==> src/rtl/lcgm_pkg.sv <==
// Shared constants, codes and controller/datapath interface types for the ground marker.
`timescale 1ns / 1ps

package lcgm_pkg;

    // Scan geometry
    localparam int RINGS      = 64;
    localparam int COLUMNS    = 2048;
    localparam int RING_CNT_W = $clog2(RINGS + 1);
    localparam int RING_W     = 6;
    localparam int COL_W      = 11;

    // Field widths
    localparam int COORD_W = 24;
    localparam int THR_W   = 16;
    localparam logic signed [THR_W-1:0] THR_RESET = 16'sd29491;

    // Arithmetic widths
    localparam int MUL_W     = COORD_W + 1;      // difference of two coordinates
    localparam int PROD_W    = 2 * MUL_W;        // one signed product
    localparam int ACC_W     = PROD_W + 2;       // sum of three products
    localparam int TT_W      = 2 * THR_W - 1;    // threshold squared
    localparam int AB_W      = 2 * ACC_W;
    localparam int WIDE_W    = AB_W + 32;
    localparam int SER_STEPS = ACC_W;
    localparam int SER_CNT_W = $clog2(SER_STEPS);
    localparam int COS_SHIFT = 30;
    localparam int DOT_OPS   = 10;
    localparam int R2_OPS    = 3;
    localparam logic [ACC_W-1:0] ONE_METRE_SQ = ACC_W'(65536);

    // Column phases
    localparam logic [1:0] PH_SEEK  = 2'd0;
    localparam logic [1:0] PH_NEXT  = 2'd1;
    localparam logic [1:0] PH_FIRST = 2'd2;
    localparam logic [1:0] PH_LATER = 2'd3;

    // Multiplier operations
    localparam logic [3:0] MUL_PXX = 4'd0;
    localparam logic [3:0] MUL_PYY = 4'd1;
    localparam logic [3:0] MUL_PZZ = 4'd2;
    localparam logic [3:0] MUL_V1X = 4'd3;
    localparam logic [3:0] MUL_V1Y = 4'd4;
    localparam logic [3:0] MUL_V1Z = 4'd5;
    localparam logic [3:0] MUL_V2X = 4'd6;
    localparam logic [3:0] MUL_V2Y = 4'd7;
    localparam logic [3:0] MUL_V2Z = 4'd8;
    localparam logic [3:0] MUL_DX  = 4'd9;
    localparam logic [3:0] MUL_DY  = 4'd10;
    localparam logic [3:0] MUL_DZ  = 4'd11;
    localparam logic [3:0] MUL_TT  = 4'd12;

    // Serial multiplier jobs
    localparam logic [1:0] SER_DSQ = 2'd0;   // D * D
    localparam logic [1:0] SER_AB  = 2'd1;   // A * B
    localparam logic [1:0] SER_ABT = 2'd2;   // (A * B) * T^2

    typedef struct packed {
        logic       load_in;
        logic       head;
        logic       prev_load;
        logic       kill;
        logic       base_load;
        logic       pass_upd;
        logic       acc_clr;
        logic       diff;
        logic       mul_vld;
        logic [3:0] mul_op;
        logic       ser_load;
        logic       ser_step;
        logic       ser_store;
        logic [1:0] ser_src;
        logic       out_load;
        logic       out_prev_ring;
        logic       out_last;
    } cmd_t;

    typedef struct packed {
        logic       over;
        logic [1:0] phase;
        logic       prev_valid;
        logic       p_valid;
        logic       r2_gt;
        logic       fast_fail;
        logic       fast_pass;
        logic       big_pass;
    } stat_t;

endpackage

==> src/rtl/lcgm_ctrl.sv <==
// Controller state machine sequencing one point through the ground marker datapath.
`timescale 1ns / 1ps

module lcgm_ctrl
    import lcgm_pkg::*;
(
    input  logic  clk,
    input  logic  rst_n,
    input  logic  s_tvalid,
    output logic  s_tready,
    output logic  m_tvalid,
    input  logic  m_tready,
    input  stat_t st,
    output cmd_t  cmd
);

    localparam logic [3:0] ST_IDLE   = 4'd0;
    localparam logic [3:0] ST_HEAD   = 4'd1;
    localparam logic [3:0] ST_DISP   = 4'd2;
    localparam logic [3:0] ST_R2     = 4'd3;
    localparam logic [3:0] ST_R2END  = 4'd4;
    localparam logic [3:0] ST_DIFF   = 4'd5;
    localparam logic [3:0] ST_DOT    = 4'd6;
    localparam logic [3:0] ST_CHECK  = 4'd7;
    localparam logic [3:0] ST_SLOAD  = 4'd8;
    localparam logic [3:0] ST_SRUN   = 4'd9;
    localparam logic [3:0] ST_SSTORE = 4'd10;
    localparam logic [3:0] ST_CMP    = 4'd11;
    localparam logic [3:0] ST_PASS   = 4'd12;
    localparam logic [3:0] ST_EMIT1  = 4'd13;
    localparam logic [3:0] ST_EMITA  = 4'd14;
    localparam logic [3:0] ST_EMITB  = 4'd15;

    logic [3:0]           state_reg, state_next;
    logic [SER_CNT_W-1:0] cnt_reg, cnt_next;
    logic [1:0]           sel_reg, sel_next;
    logic                 out_valid_reg, out_valid_next;
    logic                 out_free;

    assign out_free = !out_valid_reg || m_tready;
    assign s_tready = (state_reg == ST_IDLE);
    assign m_tvalid = out_valid_reg;

    always_comb
    begin
        cmd        = '0;
        state_next = state_reg;
        cnt_next   = cnt_reg;
        sel_next   = sel_reg;
        unique case (state_reg)
            ST_IDLE:
            begin
                if (s_tvalid)
                begin
                    cmd.load_in = 1'b1;
                    state_next  = ST_HEAD;
                end
            end
            ST_HEAD:
            begin
                cmd.head   = 1'b1;
                state_next = ST_DISP;
            end
            ST_DISP:
            begin
                cmd.acc_clr = 1'b1;
                cnt_next    = '0;
                if (st.over)
                begin
                    state_next = ST_IDLE;
                end
                else
                begin
                    case (st.phase)
                        PH_SEEK: state_next = st.p_valid ? ST_R2 : ST_IDLE;
                        PH_NEXT:
                        begin
                            cmd.prev_load = 1'b1;
                            state_next    = ST_IDLE;
                        end
                        default:
                        begin
                            if (!st.prev_valid)
                            begin
                                state_next = ST_IDLE;
                            end
                            else if (!st.p_valid)
                            begin
                                cmd.kill   = 1'b1;
                                state_next = ST_IDLE;
                            end
                            else
                            begin
                                state_next = ST_DIFF;
                            end
                        end
                    endcase
                end
            end
            ST_R2:
            begin
                if (cnt_reg < SER_CNT_W'(R2_OPS))
                begin
                    cmd.mul_vld = 1'b1;
                    cmd.mul_op  = MUL_PXX + cnt_reg[3:0];
                    cnt_next    = cnt_reg + SER_CNT_W'(1);
                end
                else
                begin
                    state_next = ST_R2END;
                end
            end
            ST_R2END:
            begin
                if (st.r2_gt)
                begin
                    cmd.base_load = 1'b1;
                    state_next    = ST_EMIT1;
                end
                else
                begin
                    state_next = ST_IDLE;
                end
            end
            ST_DIFF:
            begin
                cmd.diff   = 1'b1;
                cnt_next   = '0;
                state_next = ST_DOT;
            end
            ST_DOT:
            begin
                if (cnt_reg < SER_CNT_W'(DOT_OPS))
                begin
                    cmd.mul_vld = 1'b1;
                    cmd.mul_op  = MUL_V1X + cnt_reg[3:0];
                    cnt_next    = cnt_reg + SER_CNT_W'(1);
                end
                else
                begin
                    state_next = ST_CHECK;
                end
            end
            ST_CHECK:
            begin
                if (st.fast_fail)
                begin
                    cmd.kill   = 1'b1;
                    state_next = ST_IDLE;
                end
                else if (st.fast_pass)
                begin
                    state_next = ST_PASS;
                end
                else
                begin
                    sel_next   = SER_DSQ;
                    state_next = ST_SLOAD;
                end
            end
            ST_SLOAD:
            begin
                cmd.ser_load = 1'b1;
                cmd.ser_src  = sel_reg;
                cnt_next     = '0;
                state_next   = ST_SRUN;
            end
            ST_SRUN:
            begin
                cmd.ser_step = 1'b1;
                cnt_next     = cnt_reg + SER_CNT_W'(1);
                if (cnt_reg == SER_CNT_W'(SER_STEPS - 1))
                begin
                    state_next = ST_SSTORE;
                end
            end
            ST_SSTORE:
            begin
                cmd.ser_store = 1'b1;
                cmd.ser_src   = sel_reg;
                if (sel_reg == SER_ABT)
                begin
                    state_next = ST_CMP;
                end
                else
                begin
                    sel_next   = (sel_reg == SER_DSQ) ? SER_AB : SER_ABT;
                    state_next = ST_SLOAD;
                end
            end
            ST_CMP:
            begin
                if (st.big_pass)
                begin
                    state_next = ST_PASS;
                end
                else
                begin
                    cmd.kill   = 1'b1;
                    state_next = ST_IDLE;
                end
            end
            ST_PASS:
            begin
                cmd.pass_upd = 1'b1;
                state_next   = (st.phase == PH_FIRST) ? ST_EMITA : ST_EMIT1;
            end
            ST_EMIT1:
            begin
                if (out_free)
                begin
                    cmd.out_load = 1'b1;
                    cmd.out_last = 1'b1;
                    state_next   = ST_IDLE;
                end
            end
            ST_EMITA:
            begin
                if (out_free)
                begin
                    cmd.out_load = 1'b1;
                    state_next   = ST_EMITB;
                end
            end
            ST_EMITB:
            begin
                if (out_free)
                begin
                    cmd.out_load      = 1'b1;
                    cmd.out_prev_ring = 1'b1;
                    cmd.out_last      = 1'b1;
                    state_next        = ST_IDLE;
                end
            end
            default: state_next = ST_IDLE;
        endcase
    end

    always_comb
    begin
        if (cmd.out_load)
            out_valid_next = 1'b1;
        else if (m_tready)
            out_valid_next = 1'b0;
        else
            out_valid_next = out_valid_reg;
    end

    always_ff @(posedge clk or negedge rst_n)
    begin
        if (!rst_n)
        begin
            state_reg     <= ST_IDLE;
            cnt_reg       <= '0;
            sel_reg       <= SER_DSQ;
            out_valid_reg <= 1'b0;
        end
        else
        begin
            state_reg     <= state_next;
            cnt_reg       <= cnt_next;
            sel_reg       <= sel_next;
            out_valid_reg <= out_valid_next;
        end
    end

endmodule

==> src/rtl/lcgm_datapath.sv <==
// Datapath: point registers, column state, shared multiplier and bit-serial wide multiplier.
`timescale 1ns / 1ps

module lcgm_datapath
    import lcgm_pkg::*;
(
    input  logic                clk,
    input  logic                rst_n,
    input  cmd_t                cmd,
    output stat_t               st,
    input  logic [3*COORD_W-1:0] in_coords,
    input  logic                in_point_valid,
    input  logic                in_column_start,
    input  logic                cfg_we,
    input  logic [THR_W-1:0]    cfg_wdata,
    output logic [RING_W-1:0]   out_ring,
    output logic [COL_W-1:0]    out_col
);

    // Control state
    logic [RING_CNT_W-1:0]   ring_count_reg;
    logic [COL_W-1:0]        column_count_reg;
    logic [1:0]              phase_reg;
    logic                    prev_valid_reg;
    logic                    over_reg;
    logic signed [THR_W-1:0] thr_reg;

    // Payload
    logic signed [COORD_W-1:0] p_reg [3];
    logic signed [COORD_W-1:0] base_reg [3];
    logic signed [COORD_W-1:0] prev_reg [3];
    logic signed [MUL_W-1:0]   v1_reg [3];
    logic signed [MUL_W-1:0]   v2_reg [3];
    logic                      p_valid_reg;
    logic                      p_start_reg;
    logic [RING_CNT_W-1:0]     cur_ring_reg;

    logic signed [PROD_W-1:0]  prod_reg;
    logic                      prod_vld_reg;
    logic [3:0]                prod_op_reg;
    logic signed [ACC_W-1:0]   a_reg, b_reg, d_reg;
    logic [TT_W-1:0]           tt_reg;

    logic [WIDE_W-1:0]         mcand_reg, ser_acc_reg, lhs_reg, rhs_reg;
    logic [ACC_W-1:0]          mplier_reg;
    logic [AB_W-1:0]           ab_reg;

    logic [RING_CNT_W-1:0]     ring_cur;
    logic [COL_W+1:0]          col_inc;
    logic signed [MUL_W-1:0]   op_a, op_b;
    logic signed [PROD_W-1:0]  prod;
    logic signed [ACC_W-1:0]   prod_ext;
    logic [ACC_W-1:0]          dmag;
    logic                      a_zero, b_zero, t_neg, d_pos, d_neg;

    assign ring_cur = p_start_reg ? '0 : ring_count_reg;
    assign col_inc  = {2'b00, column_count_reg} + (COL_W+2)'(1);

    // Column and chain bookkeeping
    always_ff @(posedge clk or negedge rst_n)
    begin
        if (!rst_n)
        begin
            ring_count_reg   <= '0;
            column_count_reg <= '1;
            phase_reg        <= PH_SEEK;
            prev_valid_reg   <= 1'b0;
            over_reg         <= 1'b0;
            thr_reg          <= THR_RESET;
        end
        else
        begin
            if (cfg_we)
                thr_reg <= cfg_wdata;
            if (cmd.head)
            begin
                if (p_start_reg)
                begin
                    column_count_reg <= (col_inc >= (COL_W+2)'(COLUMNS)) ? '0 : col_inc[COL_W-1:0];
                    phase_reg        <= PH_SEEK;
                    prev_valid_reg   <= 1'b0;
                end
                over_reg <= (ring_cur >= RING_CNT_W'(RINGS));
                if (ring_cur < RING_CNT_W'(RINGS))
                    ring_count_reg <= ring_cur + RING_CNT_W'(1);
            end
            if (cmd.prev_load)
            begin
                prev_valid_reg <= p_valid_reg;
                phase_reg      <= PH_FIRST;
            end
            if (cmd.base_load)
                phase_reg <= PH_NEXT;
            if (cmd.kill)
                prev_valid_reg <= 1'b0;
            if (cmd.pass_upd && phase_reg == PH_FIRST)
                phase_reg <= PH_LATER;
        end
    end

    // Shared signed multiplier operand selection
    always_comb
    begin
        op_a = '0;
        op_b = '0;
        unique case (cmd.mul_op)
            MUL_PXX: begin op_a = MUL_W'(p_reg[0]); op_b = MUL_W'(p_reg[0]); end
            MUL_PYY: begin op_a = MUL_W'(p_reg[1]); op_b = MUL_W'(p_reg[1]); end
            MUL_PZZ: begin op_a = MUL_W'(p_reg[2]); op_b = MUL_W'(p_reg[2]); end
            MUL_V1X: begin op_a = v1_reg[0]; op_b = v1_reg[0]; end
            MUL_V1Y: begin op_a = v1_reg[1]; op_b = v1_reg[1]; end
            MUL_V1Z: begin op_a = v1_reg[2]; op_b = v1_reg[2]; end
            MUL_V2X: begin op_a = v2_reg[0]; op_b = v2_reg[0]; end
            MUL_V2Y: begin op_a = v2_reg[1]; op_b = v2_reg[1]; end
            MUL_V2Z: begin op_a = v2_reg[2]; op_b = v2_reg[2]; end
            MUL_DX:  begin op_a = v1_reg[0]; op_b = v2_reg[0]; end
            MUL_DY:  begin op_a = v1_reg[1]; op_b = v2_reg[1]; end
            MUL_DZ:  begin op_a = v1_reg[2]; op_b = v2_reg[2]; end
            MUL_TT:  begin op_a = MUL_W'(thr_reg); op_b = MUL_W'(thr_reg); end
            default: begin op_a = '0; op_b = '0; end
        endcase
    end

    assign prod     = op_a * op_b;
    assign prod_ext = ACC_W'(prod_reg);
    assign dmag     = d_reg[ACC_W-1] ? ACC_W'(-d_reg) : ACC_W'(d_reg);

    always_ff @(posedge clk or negedge rst_n)
    begin
        if (!rst_n)
            prod_vld_reg <= 1'b0;
        else
            prod_vld_reg <= cmd.mul_vld;
    end

    // Payload registers
    always_ff @(posedge clk)
    begin
        if (cmd.load_in)
        begin
            for (int i = 0; i < 3; i++)
                p_reg[i] <= in_coords[i*COORD_W +: COORD_W];
            p_valid_reg <= in_point_valid;
            p_start_reg <= in_column_start;
        end
        if (cmd.head)
            cur_ring_reg <= ring_cur;
        if (cmd.base_load)
            base_reg <= p_reg;
        if (cmd.prev_load || cmd.pass_upd)
            prev_reg <= p_reg;
        if (cmd.diff)
        begin
            for (int i = 0; i < 3; i++)
            begin
                v1_reg[i] <= MUL_W'(base_reg[i]) - MUL_W'(prev_reg[i]);
                v2_reg[i] <= MUL_W'(prev_reg[i]) - MUL_W'(p_reg[i]);
            end
        end

        prod_reg    <= prod;
        prod_op_reg <= cmd.mul_op;

        // Fold the previous product into its sum
        if (cmd.acc_clr)
        begin
            a_reg <= '0;
            b_reg <= '0;
            d_reg <= '0;
        end
        else if (prod_vld_reg)
        begin
            case (prod_op_reg) inside
                MUL_PXX, MUL_PYY, MUL_PZZ, MUL_V1X, MUL_V1Y, MUL_V1Z:
                    a_reg <= a_reg + prod_ext;
                MUL_V2X, MUL_V2Y, MUL_V2Z:
                    b_reg <= b_reg + prod_ext;
                MUL_DX, MUL_DY, MUL_DZ:
                    d_reg <= d_reg + prod_ext;
                MUL_TT:
                    tt_reg <= prod_reg[TT_W-1:0];
                default: ;
            endcase
        end

        // Bit-serial wide multiplier, one multiplier bit a step
        if (cmd.ser_load)
        begin
            ser_acc_reg <= '0;
            case (cmd.ser_src)
                SER_DSQ:
                begin
                    mcand_reg  <= WIDE_W'(dmag);
                    mplier_reg <= dmag;
                end
                SER_AB:
                begin
                    mcand_reg  <= WIDE_W'(unsigned'(a_reg));
                    mplier_reg <= unsigned'(b_reg);
                end
                default:
                begin
                    mcand_reg  <= WIDE_W'(ab_reg);
                    mplier_reg <= ACC_W'(tt_reg);
                end
            endcase
        end
        else if (cmd.ser_step)
        begin
            if (mplier_reg[0])
                ser_acc_reg <= ser_acc_reg + mcand_reg;
            mcand_reg  <= mcand_reg << 1;
            mplier_reg <= mplier_reg >> 1;
        end
        if (cmd.ser_store)
        begin
            case (cmd.ser_src)
                SER_DSQ: lhs_reg <= ser_acc_reg << COS_SHIFT;
                SER_AB:  ab_reg  <= ser_acc_reg[AB_W-1:0];
                default: rhs_reg <= ser_acc_reg;
            endcase
        end

        if (cmd.out_load)
        begin
            out_ring <= cmd.out_prev_ring ? RING_W'(cur_ring_reg - RING_CNT_W'(1))
                                          : RING_W'(cur_ring_reg);
            out_col  <= column_count_reg;
        end
    end

    assign a_zero = (a_reg == '0);
    assign b_zero = (b_reg == '0);
    assign t_neg  = thr_reg[THR_W-1];
    assign d_neg  = d_reg[ACC_W-1];
    assign d_pos  = !d_neg && (d_reg != '0);

    always_comb
    begin
        st.over       = over_reg;
        st.phase      = phase_reg;
        st.prev_valid = prev_valid_reg;
        st.p_valid    = p_valid_reg;
        st.r2_gt      = unsigned'(a_reg) > ONE_METRE_SQ;
        st.fast_fail  = a_zero || b_zero || (!t_neg && !d_pos);
        st.fast_pass  = !a_zero && !b_zero && t_neg && !d_neg;
        st.big_pass   = t_neg ? (lhs_reg < rhs_reg) : (lhs_reg > rhs_reg);
    end

endmodule

==> src/rtl/lidar_column_ground_marker.sv <==
// Top level of the lidar column ground marker: stream ports, controller and datapath.
`timescale 1ns / 1ps

// Points of an organized scan come in one column at a time, ring 0 first, with the
// column-start flag on ring 0. The block reports the ring and column of every point it
// judges to be ground: the column's base point (first valid point beyond 1 m), then each
// point whose step from the previous ring keeps the base-to-previous direction within
// the cosine threshold; on the first such pass the previous ring is reported too, so one
// point gives at most two result beats, the last one flagged by tlast. The first failed
// test or invalid point ends the column. One point is worked on at a time: s_tready is
// high only between points. A slope test ends early when a zero-length vector or the
// signs of the dot product and threshold settle it; otherwise the bit-serial 52-bit
// multiplier forms the exact squared-cosine comparison in three passes (load, one step
// per multiplier bit, store). Result beats wait in a one-deep output register and are
// held there under back-pressure. The threshold register (signed Q1.15, reset 0.9) is
// written through cfg_we/cfg_wdata; the user must write it only while the block is
// idle, which the block itself does not enforce.

module lidar_column_ground_marker
    import lcgm_pkg::*;
(
    input  logic        clk,
    input  logic        rst_n,
    // Input points
    input  logic        s_tvalid,
    output logic        s_tready,
    input  logic [71:0] s_tdata,   // x_coord[23:0], y_coord[47:24], z_coord[71:48]
    input  logic [1:0]  s_tuser,   // point_valid[0], column_start[1]
    // Ground results
    output logic        m_tvalid,
    input  logic        m_tready,
    output logic [23:0] m_tdata,   // ring_index[5:0], column_index[16:6], zero pad
    output logic        m_tlast,   // last_of_run
    // Cosine threshold register
    input  logic        cfg_we,
    input  logic [15:0] cfg_wdata
);

    cmd_t              cmd;
    stat_t             st;
    logic [RING_W-1:0] out_ring;
    logic [COL_W-1:0]  out_col;
    logic              last_reg;

    lcgm_ctrl u_ctrl (
        .clk      (clk),
        .rst_n    (rst_n),
        .s_tvalid (s_tvalid),
        .s_tready (s_tready),
        .m_tvalid (m_tvalid),
        .m_tready (m_tready),
        .st       (st),
        .cmd      (cmd)
    );

    lcgm_datapath u_dp (
        .clk             (clk),
        .rst_n           (rst_n),
        .cmd             (cmd),
        .st              (st),
        .in_coords       (s_tdata),
        .in_point_valid  (s_tuser[0]),
        .in_column_start (s_tuser[1]),
        .cfg_we          (cfg_we),
        .cfg_wdata       (cfg_wdata),
        .out_ring        (out_ring),
        .out_col         (out_col)
    );

    // Hold the tlast flag beside the output payload
    always_ff @(posedge clk)
    begin
        if (cmd.out_load)
            last_reg <= cmd.out_last;
    end

    assign m_tdata = {(24 - RING_W - COL_W)'(0), out_col, out_ring};
    assign m_tlast = last_reg;

endmodule

==> config.mk <==
export PLATFORM = sky130hd
export DESIGN_NAME = lidar_column_ground_marker
export DESIGN_NICKNAME = d
export VERILOG_FILES = /design/src/rtl/lcgm_pkg.sv /design/src/rtl/lcgm_ctrl.sv /design/src/rtl/lcgm_datapath.sv /design/src/rtl/lidar_column_ground_marker.sv
export SDC_FILE = /design/constraint.sdc
export NUM_CORES = 2
export LEC_CHECK = 0
export BUFFER_PORTS_ARGS = -buffer_cell sky130_fd_sc_hd__buf_4
export CORE_ASPECT_RATIO = 0.7
export CORE_MARGIN = 2
export CORE_UTILIZATION = 35
export DETAILED_ROUTE_END_ITERATION = 12
export GPL_TIMING_DRIVEN = 0
export SLEW_MARGIN = 20
export SYNTH_ARGS = -nofsm -noshare
export SYNTH_HDL_FRONTEND = slang
export SYNTH_SLANG_ARGS = --single-unit
==> constraint.sdc <==
create_clock -name clk -period 28.2 [get_ports clk]
set_input_delay 5.64 -clock clk [delete_from_list [all_inputs] [get_ports clk]]
set_output_delay 5.64 -clock clk [all_outputs]
set_load 0.02 [all_outputs]
==> impl_metrics.json <==
{
  "synthFlopType": "edfxtp_1",
  "finalHoldViolCount": 0,
  "syn_inst": 9947,
  "grt_max_degree": 60,
  "die_height_um": 444,
  "maxSlewViolCount": 0,
  "ios": 122,
  "postCtsHoldBufs": 0,
  "finalSetupViolCount": 0,
  "drc": 0,
  "netlist_area_um2": 96600,
  "dp_cells": 13800,
  "grt_usage_pct": 23.4,
  "hold_path_class": "reg -> reg",
  "setup_tns_ns": 0,
  "crit_type": "reg -> reg",
  "wire_per_inst_um": 23.8,
  "drtPass1Iterations": 8,
  "fin_cells": 14100,
  "syn_area_per_cell_um2": 9.71,
  "cpPeakStageDelay_ns": 1.04,
  "antenna_found_initial": 13,
  "status": "complete, no violations",
  "period_share_pct": 52.6,
  "ys_types": 87,
  "path_max_fanout": 10,
  "coreArea_um2": 275000,
  "async_flop_share_pct": 3.84,
  "clock_sinks": 1355,
  "dieWidth_um": 632,
  "clk_pin_slew_worst_paths_ns": 0.06,
  "place.gp.congestion": 0.989,
  "synth_top_area_share_pct": 29.8,
  "fin_crit_ns": 14.82,
  "synth-edff-count": 957,
  "final_layout_size_suffix_gt1_share_pct": 5.04,
  "cts.path.max_buffers": 4,
  "synth-seq-cells": 1355,
  "skew_ns": 0.0947,
  "synth_top_area_cell": "edfxtp_1",
  "ys.warnings.count": 0,
  "ys_top_cells_by_area": "edfxtp_1 (30%), fa_1 (14%), ha_1 (8.9%)",
  "cts_tree": "done",
  "place_ws_ns": 14.20,
  "clock.fmax_mhz": 67.5,
  "syn_to_final_growth_pct": 11.9,
  "drv_cap": 0,
  "wirelength_um": 335000,
  "relSlewSlack_pct": 4.86,
  "vias": 77500,
  "num_rows": 161,
  "overflow": 0,
  "endpoint_kind": "flip-flop",
  "arrival_ns": 15.47,
  "ys_seq_area_share_pct": 38.3,
  "drtIter0Drc": 9684,
  "grt_pass1_wl_um": 491000,
  "start_util_pct": 35.2,
  "post_cts_buffers": 0,
  "setup_slack_ns": 13.38,
  "fin_util_pct": 39.3,
  "cts_root_buf": "clkbuf_16",
  "worst_pin_slew_ns": 1.42,
  "place_hpwl_um": 271000,
  "insertion_delay_ns": 0.85,
  "first_global_vias": 74200,
  "cp_slowest_cell": "nor2_1",
  "port_buffers": 113,
  "cts_buffers": 149,
  "fin_nets": 11700,
  "cts_max_level": 4,
  "cp_data_required_time_ns": 28.84,
  "rsz0062_at_grt": "false",
  "viasPerCell": 5.52,
  "cts_resized": 0,
  "ant_nets": 0,
  "worst_setup_path_start_kind": "flip-flop",
  "die-area_um2": 280000
}
cells in the final DEF (no fill, tap or decap), types with 57 or more instances in the layout:
| cell | count |
|---|---|
| a22oi_1 | 117 |
| o21a_1 | 63 |
| a211oi_1 | 57 |
| xnor2_1 | 319 |
| nor2_1 | 753 |
| o21bai_1 | 63 |
| nand4_1 | 163 |
| nor3_1 | 83 |
| dfxtp_1 | 346 |
| nand2_1 | 1241 |
| ha_1 | 685 |
| xor2_1 | 150 |
| nor2b_1 | 110 |
| and2_1 | 72 |
| nand2b_1 | 94 |
| clkbuf_16 | 154 |
| nand3_1 | 130 |
| fa_1 | 668 |
| clkbuf_1 | 392 |
| a21o_1 | 286 |
| edfxtp_1 | 957 |
| a21oi_1 | 819 |
| inv_1 | 1149 |
| o21ai_0 | 449 |
| buf_4 | 137 |
| nor4_1 | 59 |
final timing paths:
kind	from	endpoint	slack, ns	cells past startpoint
min reg2reg	u_dp.ser_acc_reg[135]$_SDFFE_PP0P_	u_dp.rhs_reg[135]$_DFFE_PP_	0.46	0
min	u_dp.ser_acc_reg[135]$_SDFFE_PP0P_	u_dp.rhs_reg[135]$_DFFE_PP_	0.46	0
max	u_ctrl.cnt_reg[1]$_DFFE_PN0P_	u_dp.prod_reg[46]$_DFF_P_	13.38	43
min in group asynchronous	rst_n	u_dp.thr_reg[10]$_DFFE_PN0P_	4.87	1
max reg2reg	u_ctrl.cnt_reg[1]$_DFFE_PN0P_	u_dp.prod_reg[46]$_DFF_P_	13.38	43
max in group asynchronous	rst_n	u_dp.phase_reg[0]$_DFFE_PN0P_	22.78	1
kinds of logic after synthesis:
group,Yosys count,synth area share [%]
compound gates,2262,14.7
fa+ha+maj,1353,22.7
mux,26,0.294
other cells,1,0.00388
flops,1355,38.3
simple gates,2920,13.7
buf+inv,1561,6.09
xor+xnor,469,4.25
metrics by stage:
| stage | cell area (µm²) | hold slack (ns) |
|---|---|---|
| CTS | 108000 | 0.467 |
| detailed placement | 103000 | 0.452 |
| finish | 108000 | 0.460 |
| global placement | 102000 | 0.443 |
| global route | 108000 | 0.475 |
| floorplan | 96600 | 0.429 |
cell usage after synthesis (39+ instances only):
| cell | instances |
|---|---|
| o21a_1 | 63 |
| nand3_1 | 130 |
| a21oi_1 | 819 |
| xor2_1 | 150 |
| nand2_1 | 1241 |
| nor2b_1 | 110 |
| nor3_1 | 87 |
| dfxtp_1 | 346 |
| and2_1 | 73 |
| or3_1 | 40 |
| nor2_1 | 761 |
| o21bai_1 | 63 |
| nand4_1 | 163 |
| nor4_1 | 61 |
| a31oi_1 | 46 |
| a211oi_1 | 59 |
| nand2b_1 | 94 |
| o21ai_0 | 450 |
| inv_1 | 1150 |
| and3_1 | 39 |
| a21boi_0 | 48 |
| fa_1 | 668 |
| a222oi_1 | 51 |
| edfxtp_1 | 957 |
| clkbuf_1 | 376 |
| a221oi_1 | 42 |
| a22oi_1 | 117 |
| a21o_1 | 286 |
| xnor2_1 | 319 |
| ha_1 | 685 |
worst max-delay path, delay by kind of cell, from the launching register on:
kind	cells	cell delay [ns]
AO/OA/AOI/OAI	13	4.14
adder cells (fa/ha/maj)	8	4.03
AND/OR/NAND/NOR	10	3.05
buffers and inverters	12	2.98
flip-flops	1	0.38
metal layers:
metal  global-route usage (%)  part of all wire, %  wire length, µm  vias up
met4                     5.58                  2.5             8390       12
li1                         -                    -                -    35000
met1                     36.6                   47           159000    38400
met2                     32.2                   39           132000     3641
met5                    0.581                0.078              260        -
met3                     5.17                   10            35000      450
layout make-up:
type                            count  area (µm²)
Fill cell                       27100      167000
Multi-Input combinational cell   7037       53900
Sequential cell                  1355       37000
Tap cell                         3667        4590
Inverter                         1150        4320
Clock buffer                      187        4080
Timing Repair Buffer              167        1700
Buffer                            411        1580
Clock inverter                     73         890
Antenna cell                       11        27.5
Power is not shown: default switching activity piles up to over one toggle a cycle in this logic, so the estimate is an artifact.
